### src/sv/h2r_pkg.sv
// Shared types and constants for the HSV to RGB converter pipeline.
`default_nettype none
package h2r_pkg;

    localparam int HueWidth   = 9;
    localparam int PctWidth   = 7;
    localparam int LevelWidth = 8;
    localparam int SvWidth    = 14;
    localparam int WeightWidth = 6;
    localparam int TermWidth  = 20;
    localparam int QuotWidth  = 18;
    localparam int ProdWidth  = 37;

    localparam logic [HueWidth-1:0] HueLimit   = 9'd360;
    localparam logic [PctWidth-1:0] PctLimit   = 7'd100;
    localparam logic [WeightWidth-1:0] SectorSpan = 6'd60;

    // Reciprocal of 625 scaled by 2^28, rounded up; exact for 18-bit dividends.
    localparam logic [18:0] RecipMult  = 19'd429497;
    localparam int          RecipShift = 28;

    typedef enum logic [2:0] {
        SECTOR_RED_YEL = 3'd0,
        SECTOR_YEL_GRN = 3'd1,
        SECTOR_GRN_CYN = 3'd2,
        SECTOR_CYN_BLU = 3'd3,
        SECTOR_BLU_MAG = 3'd4,
        SECTOR_MAG_RED = 3'd5
    } sector_t;

    typedef struct packed {
        logic                   err;
        sector_t                sector;
        logic [SvWidth-1:0]     sv;
        logic [SvWidth-1:0]     vd;
        logic [WeightWidth-1:0] weight;
    } prep_t;

    typedef struct packed {
        logic                 err;
        logic [TermWidth-1:0] comp_r;
        logic [TermWidth-1:0] comp_g;
        logic [TermWidth-1:0] comp_b;
        logic [TermWidth-1:0] offset;
    } terms_t;

endpackage
`default_nettype wire

### src/sv/h2r_prep.sv
// First stage: range check, hue sector, hue weight and the two small products.
`default_nettype none
module h2r_prep
(
    input  wire logic                          clk,
    input  wire logic                          en,
    input  wire logic [h2r_pkg::HueWidth-1:0]  hue_degrees,
    input  wire logic [h2r_pkg::PctWidth-1:0]  saturation_pct,
    input  wire logic [h2r_pkg::PctWidth-1:0]  value_pct,
    output h2r_pkg::prep_t                     prep_reg
);

    h2r_pkg::prep_t             prep_next;
    logic [h2r_pkg::HueWidth-1:0] base;
    logic [6:0]                 hue_mod;
    logic [h2r_pkg::WeightWidth-1:0] hue_dist;
    logic [h2r_pkg::PctWidth-1:0] sat_rest;

    always_comb
    begin
        if (hue_degrees < 9'd120)
        begin
            base = 9'd0;
        end
        else if (hue_degrees < 9'd240)
        begin
            base = 9'd120;
        end
        else if (hue_degrees < h2r_pkg::HueLimit)
        begin
            base = 9'd240;
        end
        else
        begin
            base = h2r_pkg::HueLimit;
        end
        hue_mod = 7'(hue_degrees - base);
        if (hue_mod >= 7'd60)
        begin
            hue_dist = 6'(hue_mod - 7'd60);
        end
        else
        begin
            hue_dist = 6'(7'd60 - hue_mod);
        end

        if (hue_degrees < 9'd60)
        begin
            prep_next.sector = h2r_pkg::SECTOR_RED_YEL;
        end
        else if (hue_degrees < 9'd120)
        begin
            prep_next.sector = h2r_pkg::SECTOR_YEL_GRN;
        end
        else if (hue_degrees < 9'd180)
        begin
            prep_next.sector = h2r_pkg::SECTOR_GRN_CYN;
        end
        else if (hue_degrees < 9'd240)
        begin
            prep_next.sector = h2r_pkg::SECTOR_CYN_BLU;
        end
        else if (hue_degrees < 9'd300)
        begin
            prep_next.sector = h2r_pkg::SECTOR_BLU_MAG;
        end
        else
        begin
            prep_next.sector = h2r_pkg::SECTOR_MAG_RED;
        end

        sat_rest         = h2r_pkg::PctLimit - saturation_pct;
        prep_next.err    = (hue_degrees > h2r_pkg::HueLimit)
                           || (saturation_pct > h2r_pkg::PctLimit)
                           || (value_pct > h2r_pkg::PctLimit);
        prep_next.weight = h2r_pkg::SectorSpan - hue_dist;
        prep_next.sv     = h2r_pkg::SvWidth'(saturation_pct) * h2r_pkg::SvWidth'(value_pct);
        prep_next.vd     = h2r_pkg::SvWidth'(value_pct) * h2r_pkg::SvWidth'(sat_rest);
    end

    always_ff @(posedge clk)
    begin
        if (en)
        begin
            prep_reg <= prep_next;
        end
    end

endmodule
`default_nettype wire

### src/sv/h2r_terms.sv
// Second stage: chroma, secondary and offset numerators and sector routing.
`default_nettype none
module h2r_terms
(
    input  wire logic           clk,
    input  wire logic           en,
    input  wire h2r_pkg::prep_t prep,
    output h2r_pkg::terms_t     terms_reg
);

    h2r_pkg::terms_t              terms_next;
    logic [h2r_pkg::TermWidth-1:0] chroma;
    logic [h2r_pkg::TermWidth-1:0] second;
    logic [h2r_pkg::TermWidth-1:0] offset;

    always_comb
    begin
        chroma = h2r_pkg::TermWidth'(prep.sv) * 20'd60;
        second = h2r_pkg::TermWidth'(prep.sv) * h2r_pkg::TermWidth'(prep.weight);
        offset = h2r_pkg::TermWidth'(prep.vd) * 20'd60;

        terms_next.err    = prep.err;
        terms_next.comp_r = '0;
        terms_next.comp_g = '0;
        terms_next.comp_b = '0;
        terms_next.offset = offset;
        case (prep.sector)
            h2r_pkg::SECTOR_RED_YEL:
            begin
                terms_next.comp_r = chroma;
                terms_next.comp_g = second;
            end
            h2r_pkg::SECTOR_YEL_GRN:
            begin
                terms_next.comp_r = second;
                terms_next.comp_g = chroma;
            end
            h2r_pkg::SECTOR_GRN_CYN:
            begin
                terms_next.comp_g = chroma;
                terms_next.comp_b = second;
            end
            h2r_pkg::SECTOR_CYN_BLU:
            begin
                terms_next.comp_g = second;
                terms_next.comp_b = chroma;
            end
            h2r_pkg::SECTOR_BLU_MAG:
            begin
                terms_next.comp_r = second;
                terms_next.comp_b = chroma;
            end
            default:
            begin
                terms_next.comp_r = chroma;
                terms_next.comp_b = second;
            end
        endcase

        // An out-of-range word yields black.
        if (prep.err)
        begin
            terms_next.comp_r = '0;
            terms_next.comp_g = '0;
            terms_next.comp_b = '0;
            terms_next.offset = '0;
        end
    end

    always_ff @(posedge clk)
    begin
        if (en)
        begin
            terms_reg <= terms_next;
        end
    end

endmodule
`default_nettype wire

### src/sv/h2r_scale.sv
// Two stages that turn one channel numerator over 600000 into a byte.
`default_nettype none
module h2r_scale
(
    input  wire logic                            clk,
    input  wire logic                            en,
    input  wire logic [h2r_pkg::TermWidth-1:0]   comp,
    input  wire logic [h2r_pkg::TermWidth-1:0]   offset,
    output logic [h2r_pkg::LevelWidth-1:0]       level
);

    logic [h2r_pkg::TermWidth:0]     sum;
    logic [25:0]                     scaled;
    logic [h2r_pkg::QuotWidth-1:0]   quot_next;
    logic [h2r_pkg::QuotWidth-1:0]   quot_reg;
    logic [h2r_pkg::ProdWidth-1:0]   prod_next;
    logic [h2r_pkg::ProdWidth-1:0]   prod_reg;

    // The product by 255/600000 is the product by 17/40000: a multiply by 17,
    // a shift by 6, then a reciprocal multiply for the division by 625.
    always_comb
    begin
        sum       = {1'b0, comp} + {1'b0, offset};
        scaled    = {1'b0, sum, 4'b0000} + 26'(sum);
        quot_next = scaled[23:6];
        prod_next = h2r_pkg::ProdWidth'(quot_reg) * h2r_pkg::ProdWidth'(h2r_pkg::RecipMult);
    end

    always_ff @(posedge clk)
    begin
        if (en)
        begin
            quot_reg <= quot_next;
            prod_reg <= prod_next;
        end
    end

    assign level = prod_reg[h2r_pkg::RecipShift +: h2r_pkg::LevelWidth];

endmodule
`default_nettype wire

### src/sv/hsv_to_rgb_converter.sv
// Top level of the HSV to RGB converter: four-stage pipeline and handshake.
`default_nettype none
// Converts one pixel word of hue (degrees), saturation and value (percent)
// into red, green and blue bytes, truncated exactly as the rational formula
// gives. A word is taken every cycle while the output side keeps taking
// results, and each accepted word passes in order through the four register
// stages: the range check and hue stage, the product stage, the scaling
// stage and the reciprocal multiply stage, whose register drives the outputs.
// When out_ready is low with a result waiting, the whole pipeline holds. A
// hue above 360 or a saturation or value above 100 gives black with
// range_error set.
module hsv_to_rgb_converter
(
    input  wire logic                            clk,
    input  wire logic                            rst_n,
    input  wire logic                            in_valid,
    output logic                                 in_ready,
    input  wire logic [h2r_pkg::HueWidth-1:0]    hue_degrees,
    input  wire logic [h2r_pkg::PctWidth-1:0]    saturation_pct,
    input  wire logic [h2r_pkg::PctWidth-1:0]    value_pct,
    output logic                                 out_valid,
    input  wire logic                            out_ready,
    output logic [h2r_pkg::LevelWidth-1:0]       red_level,
    output logic [h2r_pkg::LevelWidth-1:0]       green_level,
    output logic [h2r_pkg::LevelWidth-1:0]       blue_level,
    output logic                                 range_error
);

    logic            advance;
    logic [3:0]      valid_reg;
    logic [3:0]      valid_next;
    logic [1:0]      err_reg;
    logic [1:0]      err_next;
    h2r_pkg::prep_t  prep;
    h2r_pkg::terms_t terms;

    assign advance  = out_ready || !valid_reg[3];
    assign in_ready = advance;

    assign valid_next = {valid_reg[2:0], in_valid};
    assign err_next   = {err_reg[0], terms.err};

    always_ff @(posedge clk or negedge rst_n)
    begin
        if (!rst_n)
        begin
            valid_reg <= '0;
        end
        else if (advance)
        begin
            valid_reg <= valid_next;
        end
    end

    always_ff @(posedge clk)
    begin
        if (advance)
        begin
            err_reg <= err_next;
        end
    end

    h2r_prep u_prep
    (
        .clk            (clk),
        .en             (advance),
        .hue_degrees    (hue_degrees),
        .saturation_pct (saturation_pct),
        .value_pct      (value_pct),
        .prep_reg       (prep)
    );

    h2r_terms u_terms
    (
        .clk       (clk),
        .en        (advance),
        .prep      (prep),
        .terms_reg (terms)
    );

    h2r_scale u_scale_r
    (
        .clk    (clk),
        .en     (advance),
        .comp   (terms.comp_r),
        .offset (terms.offset),
        .level  (red_level)
    );

    h2r_scale u_scale_g
    (
        .clk    (clk),
        .en     (advance),
        .comp   (terms.comp_g),
        .offset (terms.offset),
        .level  (green_level)
    );

    h2r_scale u_scale_b
    (
        .clk    (clk),
        .en     (advance),
        .comp   (terms.comp_b),
        .offset (terms.offset),
        .level  (blue_level)
    );

    assign out_valid   = valid_reg[3];
    assign range_error = err_reg[1];

endmodule
`default_nettype wire

### config.mk
export PLATFORM = sky130hd
export DESIGN_NAME = hsv_to_rgb_converter
export DESIGN_NICKNAME = d
export VERILOG_FILES = /design/src/sv/h2r_pkg.sv /design/src/sv/h2r_prep.sv /design/src/sv/h2r_terms.sv /design/src/sv/h2r_scale.sv /design/src/sv/hsv_to_rgb_converter.sv
export SDC_FILE = /design/constraint.sdc
export NUM_CORES = 2
export LEC_CHECK = 0
export ABC_AREA = 0
export BUFFER_PORTS_ARGS = -buffer_cell sky130_fd_sc_hd__buf_2
export CAP_MARGIN = 20
export CORE_ASPECT_RATIO = 0.5
export CORE_MARGIN = 3
export CORE_UTILIZATION = 60
export DETAILED_ROUTE_END_ITERATION = 8
export HOLD_SLACK_MARGIN = 0.05
export PLACE_DENSITY = 0.75
export SETUP_SLACK_MARGIN = 0.4
export SYNTH_ARGS = -nofsm -noshare
export SYNTH_HDL_FRONTEND = slang
export SYNTH_SLANG_ARGS = --single-unit
### constraint.sdc
create_clock -name clk -period 8.64 [get_ports clk]
set_clock_uncertainty 0.15 [all_clocks]
set_input_delay 0.432 -clock clk [delete_from_list [all_inputs] [get_ports clk]]
set_output_delay 0.432 -clock clk [all_outputs]
set_load 0.01 [all_outputs]
==> out/metrics.yaml <==
status: "finished, final reports clean"
pin_count: 54
synth_area_um2: 36500
synth_enable_flop_cells: 196
worst_ep_required_time_ns: 8.68
detail_route.iter0.violations: 1587
drc: 0
critical_path_class: "reg -> reg"
finalWorstSetupSlack_ns: 1.74
floorplan.die.height_um: 180
first_global_vias: 26100
holdCritPathClass: "in -> async"
detailedPlacementHpwl_mm: 67.0
grt_first_pass_wirelength_mm: 131
layout.cells.most_common: "sky130_fd_sc_hd__inv_1"
tritoncts_clock_tree: "built"
timing.final.max_slew_violations: 0
grt_start_max_net_pins: 73
insertion_delay_ns: 0.47
flip_flop_count_of_the_largest_register_all_copies_and_words_added: 79
max_used_layer: "met5"
antenna_cells: 0
period_share: 0.799
core_area_um2: 59700
area_growth_pct: 4.99
synth_warnings: 0
worstPathMaxFanout: 6
tritoncts_buffer_count: 17
startpoint_type: "flip-flop"
wl_met1_mm: 36.4
drv.max_cap_violation_count: 0
finalSetupTns_ns: 0
globalRouteTotalUtil: 0.252
cts.reportedPaths.clkPinSlew_ns: 0.08
route.met3.wl_mm: 4.67
worstPathArrival_ns: 6.94
dpl_worst_slack_ns: 1.85
synthesis.area_per_instance_um2: 10.1
grt_antenna_before_repair: 1
end_kind: "flip-flop"
final_period_minus_worst_setup_slack_ns: 6.90
starting_utilization_of_the_core_area: 0.611
clock_sink_count: 200
fin_cells: 4488
routed_wl_mm: 77.7
grt-ovfl-total: 0
timing_hold_violations_final: 0
rows: 63
cts_max_path_buffers: 2
worst-slew-pin-transition_ns: 1.05
yosysSeqAreaShare: 0.164
post_cts_resized: 0
yosys.cell_types.count: 70
async_flop_share: 0.0200
route.met2.wl_mm: 35.4
place.detailed.instances: 4451
drive_gt1_frac: 0.0326
grt_setup_unrepaired: "false"
floorplan.die_area_um2: 64000
final_gp_congestion: 0.947
number_of_buffer_cells_added_on_primary_ports: 53
final_antenna_net_count: 0
vias: 24800
total_iterations_of_the_first_detailed_routing_run: 6
die_width_um: 355
achievable-frequency_mhz: 145
routed_wire_length_per_instance_um: 17.3
vias_per_cell: 5.53
final_cell_mix: "815 x sky130_fd_sc_hd__inv_1, 674 x sky130_fd_sc_hd__ha_1, 532 x sky130_fd_sc_hd__fa_1"
slew_margin_rel: 0.298
cts_root_buffer: "sky130_fd_sc_hd__clkbuf_16"
ys_seq_elements: 200
postSynthNetCount: 4857
synth_ff_type: "sky130_fd_sc_hd__edfxtp_1"
synthCells: 3624
num-nets-final: 4896
cts_htree_levels: 4
finalSetupViolations: 0
fillerInstances: 4825
## Yosys cell counts (5+ instances only)
master                        n  area, um^2
sky130_fd_sc_hd__inv_1      815        3060
sky130_fd_sc_hd__ha_1       674        8430
sky130_fd_sc_hd__fa_1       532       10700
sky130_fd_sc_hd__nand2_1    197         739
sky130_fd_sc_hd__edfxtp_1   196        5890
sky130_fd_sc_hd__nor2_1     179         672
sky130_fd_sc_hd__a21oi_1    147         736
sky130_fd_sc_hd__xnor2_1    134        1170
sky130_fd_sc_hd__o21ai_0     68         340
sky130_fd_sc_hd__and2_1      67         419
sky130_fd_sc_hd__xor2_1      57         499
sky130_fd_sc_hd__nor3_1      54         270
sky130_fd_sc_hd__a21o_1      47         353
sky130_fd_sc_hd__clkbuf_1    39         146
sky130_fd_sc_hd__nor2b_1     34         213
sky130_fd_sc_hd__nand3_1     33         165
sky130_fd_sc_hd__a22oi_1     28         210
sky130_fd_sc_hd__and3_1      28         175
sky130_fd_sc_hd__o21a_1      26         195
sky130_fd_sc_hd__a211oi_1    24         180
sky130_fd_sc_hd__o21bai_1    22         165
sky130_fd_sc_hd__nand2b_1    21         131
sky130_fd_sc_hd__or3_1       20         125
sky130_fd_sc_hd__nand4_1     14        87.6
sky130_fd_sc_hd__a31oi_1     12        75.1
sky130_fd_sc_hd__o31ai_1     10        75.1
sky130_fd_sc_hd__or2_2       10        62.6
sky130_fd_sc_hd__o211ai_1     9        67.6
sky130_fd_sc_hd__o22ai_1      8        50.1
sky130_fd_sc_hd__a211o_1      7        61.3
sky130_fd_sc_hd__mux2i_1      7        70.1
sky130_fd_sc_hd__a2111oi_0    6        52.6
sky130_fd_sc_hd__o2111ai_1    6        52.6
sky130_fd_sc_hd__o31a_1       6        52.6
sky130_fd_sc_hd__a311o_1      5        50.1
sky130_fd_sc_hd__a311oi_1     5        43.8
sky130_fd_sc_hd__mux2_2       5        56.3
sky130_fd_sc_hd__nand3b_1     5        37.5
sky130_fd_sc_hd__o311ai_0     5        43.8
## through the flow
stage                      util  hold WS, ns  cell area (um^2)
after floorplan               -      -0.0136             36500
after global placement    0.631       0.0877             37600
after detailed placement  0.631       0.0915             37600
after CTS                 0.642        0.112             38300
after global routing      0.642        0.143             38300
final                     0.642        0.138             38300
## worst max-delay path, cell delays in order, from the launching register on
cell and delay [ns]:
sky130_fd_sc_hd__edfxtp_1 0.58, sky130_fd_sc_hd__fa_1 0.58, sky130_fd_sc_hd__fa_1 0.51, sky130_fd_sc_hd__ha_1 0.21, sky130_fd_sc_hd__fa_1 0.47, sky130_fd_sc_hd__fa_1 0.57
sky130_fd_sc_hd__inv_1 0.06, sky130_fd_sc_hd__fa_1 0.48, sky130_fd_sc_hd__inv_1 0.05, sky130_fd_sc_hd__ha_1 0.28, sky130_fd_sc_hd__a21o_1 0.17, sky130_fd_sc_hd__a211o_1 0.31
sky130_fd_sc_hd__a2111oi_0 0.66, sky130_fd_sc_hd__o31ai_1 0.24, sky130_fd_sc_hd__a31oi_1 0.39, sky130_fd_sc_hd__o21a_1 0.27, sky130_fd_sc_hd__o21ai_0 0.20, sky130_fd_sc_hd__nor4_1 0.32
sky130_fd_sc_hd__a311oi_1 0.12
## layout make-up
| cell class | count | area, um^2 | area share |
|---|---|---|---|
| clock inverter | 15 | 200 | 0.00523 |
| clock buffer | 17 | 425 | 0.0111 |
| multi-input combinational | 2566 | 27300 | 0.712 |
| tap | 812 | 1020 | 0.0265 |
| timing repair buffer | 63 | 344 | 0.00898 |
| inverter | 815 | 3060 | 0.0799 |
| sequential | 200 | 5990 | 0.156 |
## final timing paths
check	cells after the start	slack [ns]	endpoint	startpoint
worst min register to register	0	0.28	err_reg[1]	err_reg[0]
worst min-delay path	2	0.14	valid_reg[3]	rst_n
worst max-delay path	18	1.74	u_scale_g.prod_reg[35]	u_scale_g.quot_reg[6]
min in group clk	2	0.22	u_prep.prep_reg[6]	saturation_pct[0]
worst max register to register	18	1.74	u_scale_g.prod_reg[35]	u_scale_g.quot_reg[6]
max in group asynchronous	2	8.09	valid_reg[1]	rst_n
## metal layers
| layer | global-route usage | up-vias |
|---|---|---|
| met2 | 0.406 | 605 |
| met4 | 0.0470 | 2 |
| li1 | - | 11900 |
| met1 | 0.366 | 12200 |
| met3 | 0.0380 | 84 |
| met5 | 0 | - |
## repair_timing
item,CTS,global route
hold endpoints to repair,6,0
hold buffers,3,0
setup buffers,0,0
## logic make-up after synthesis
family / count (synthesis) / share of synthesized area
compound gates: 479 / 0.0864
xor+xnor: 191 / 0.0459
fa+ha+maj: 1206 / 0.523
buf+inv: 858 / 0.0886
flops: 200 / 0.164
mux: 12 / 0.00346
simple gates: 678 / 0.0885
Power is left out: the tool's default activity adds up to more than one toggle a clock period on the data nets, which glitch-free logic cannot reach.
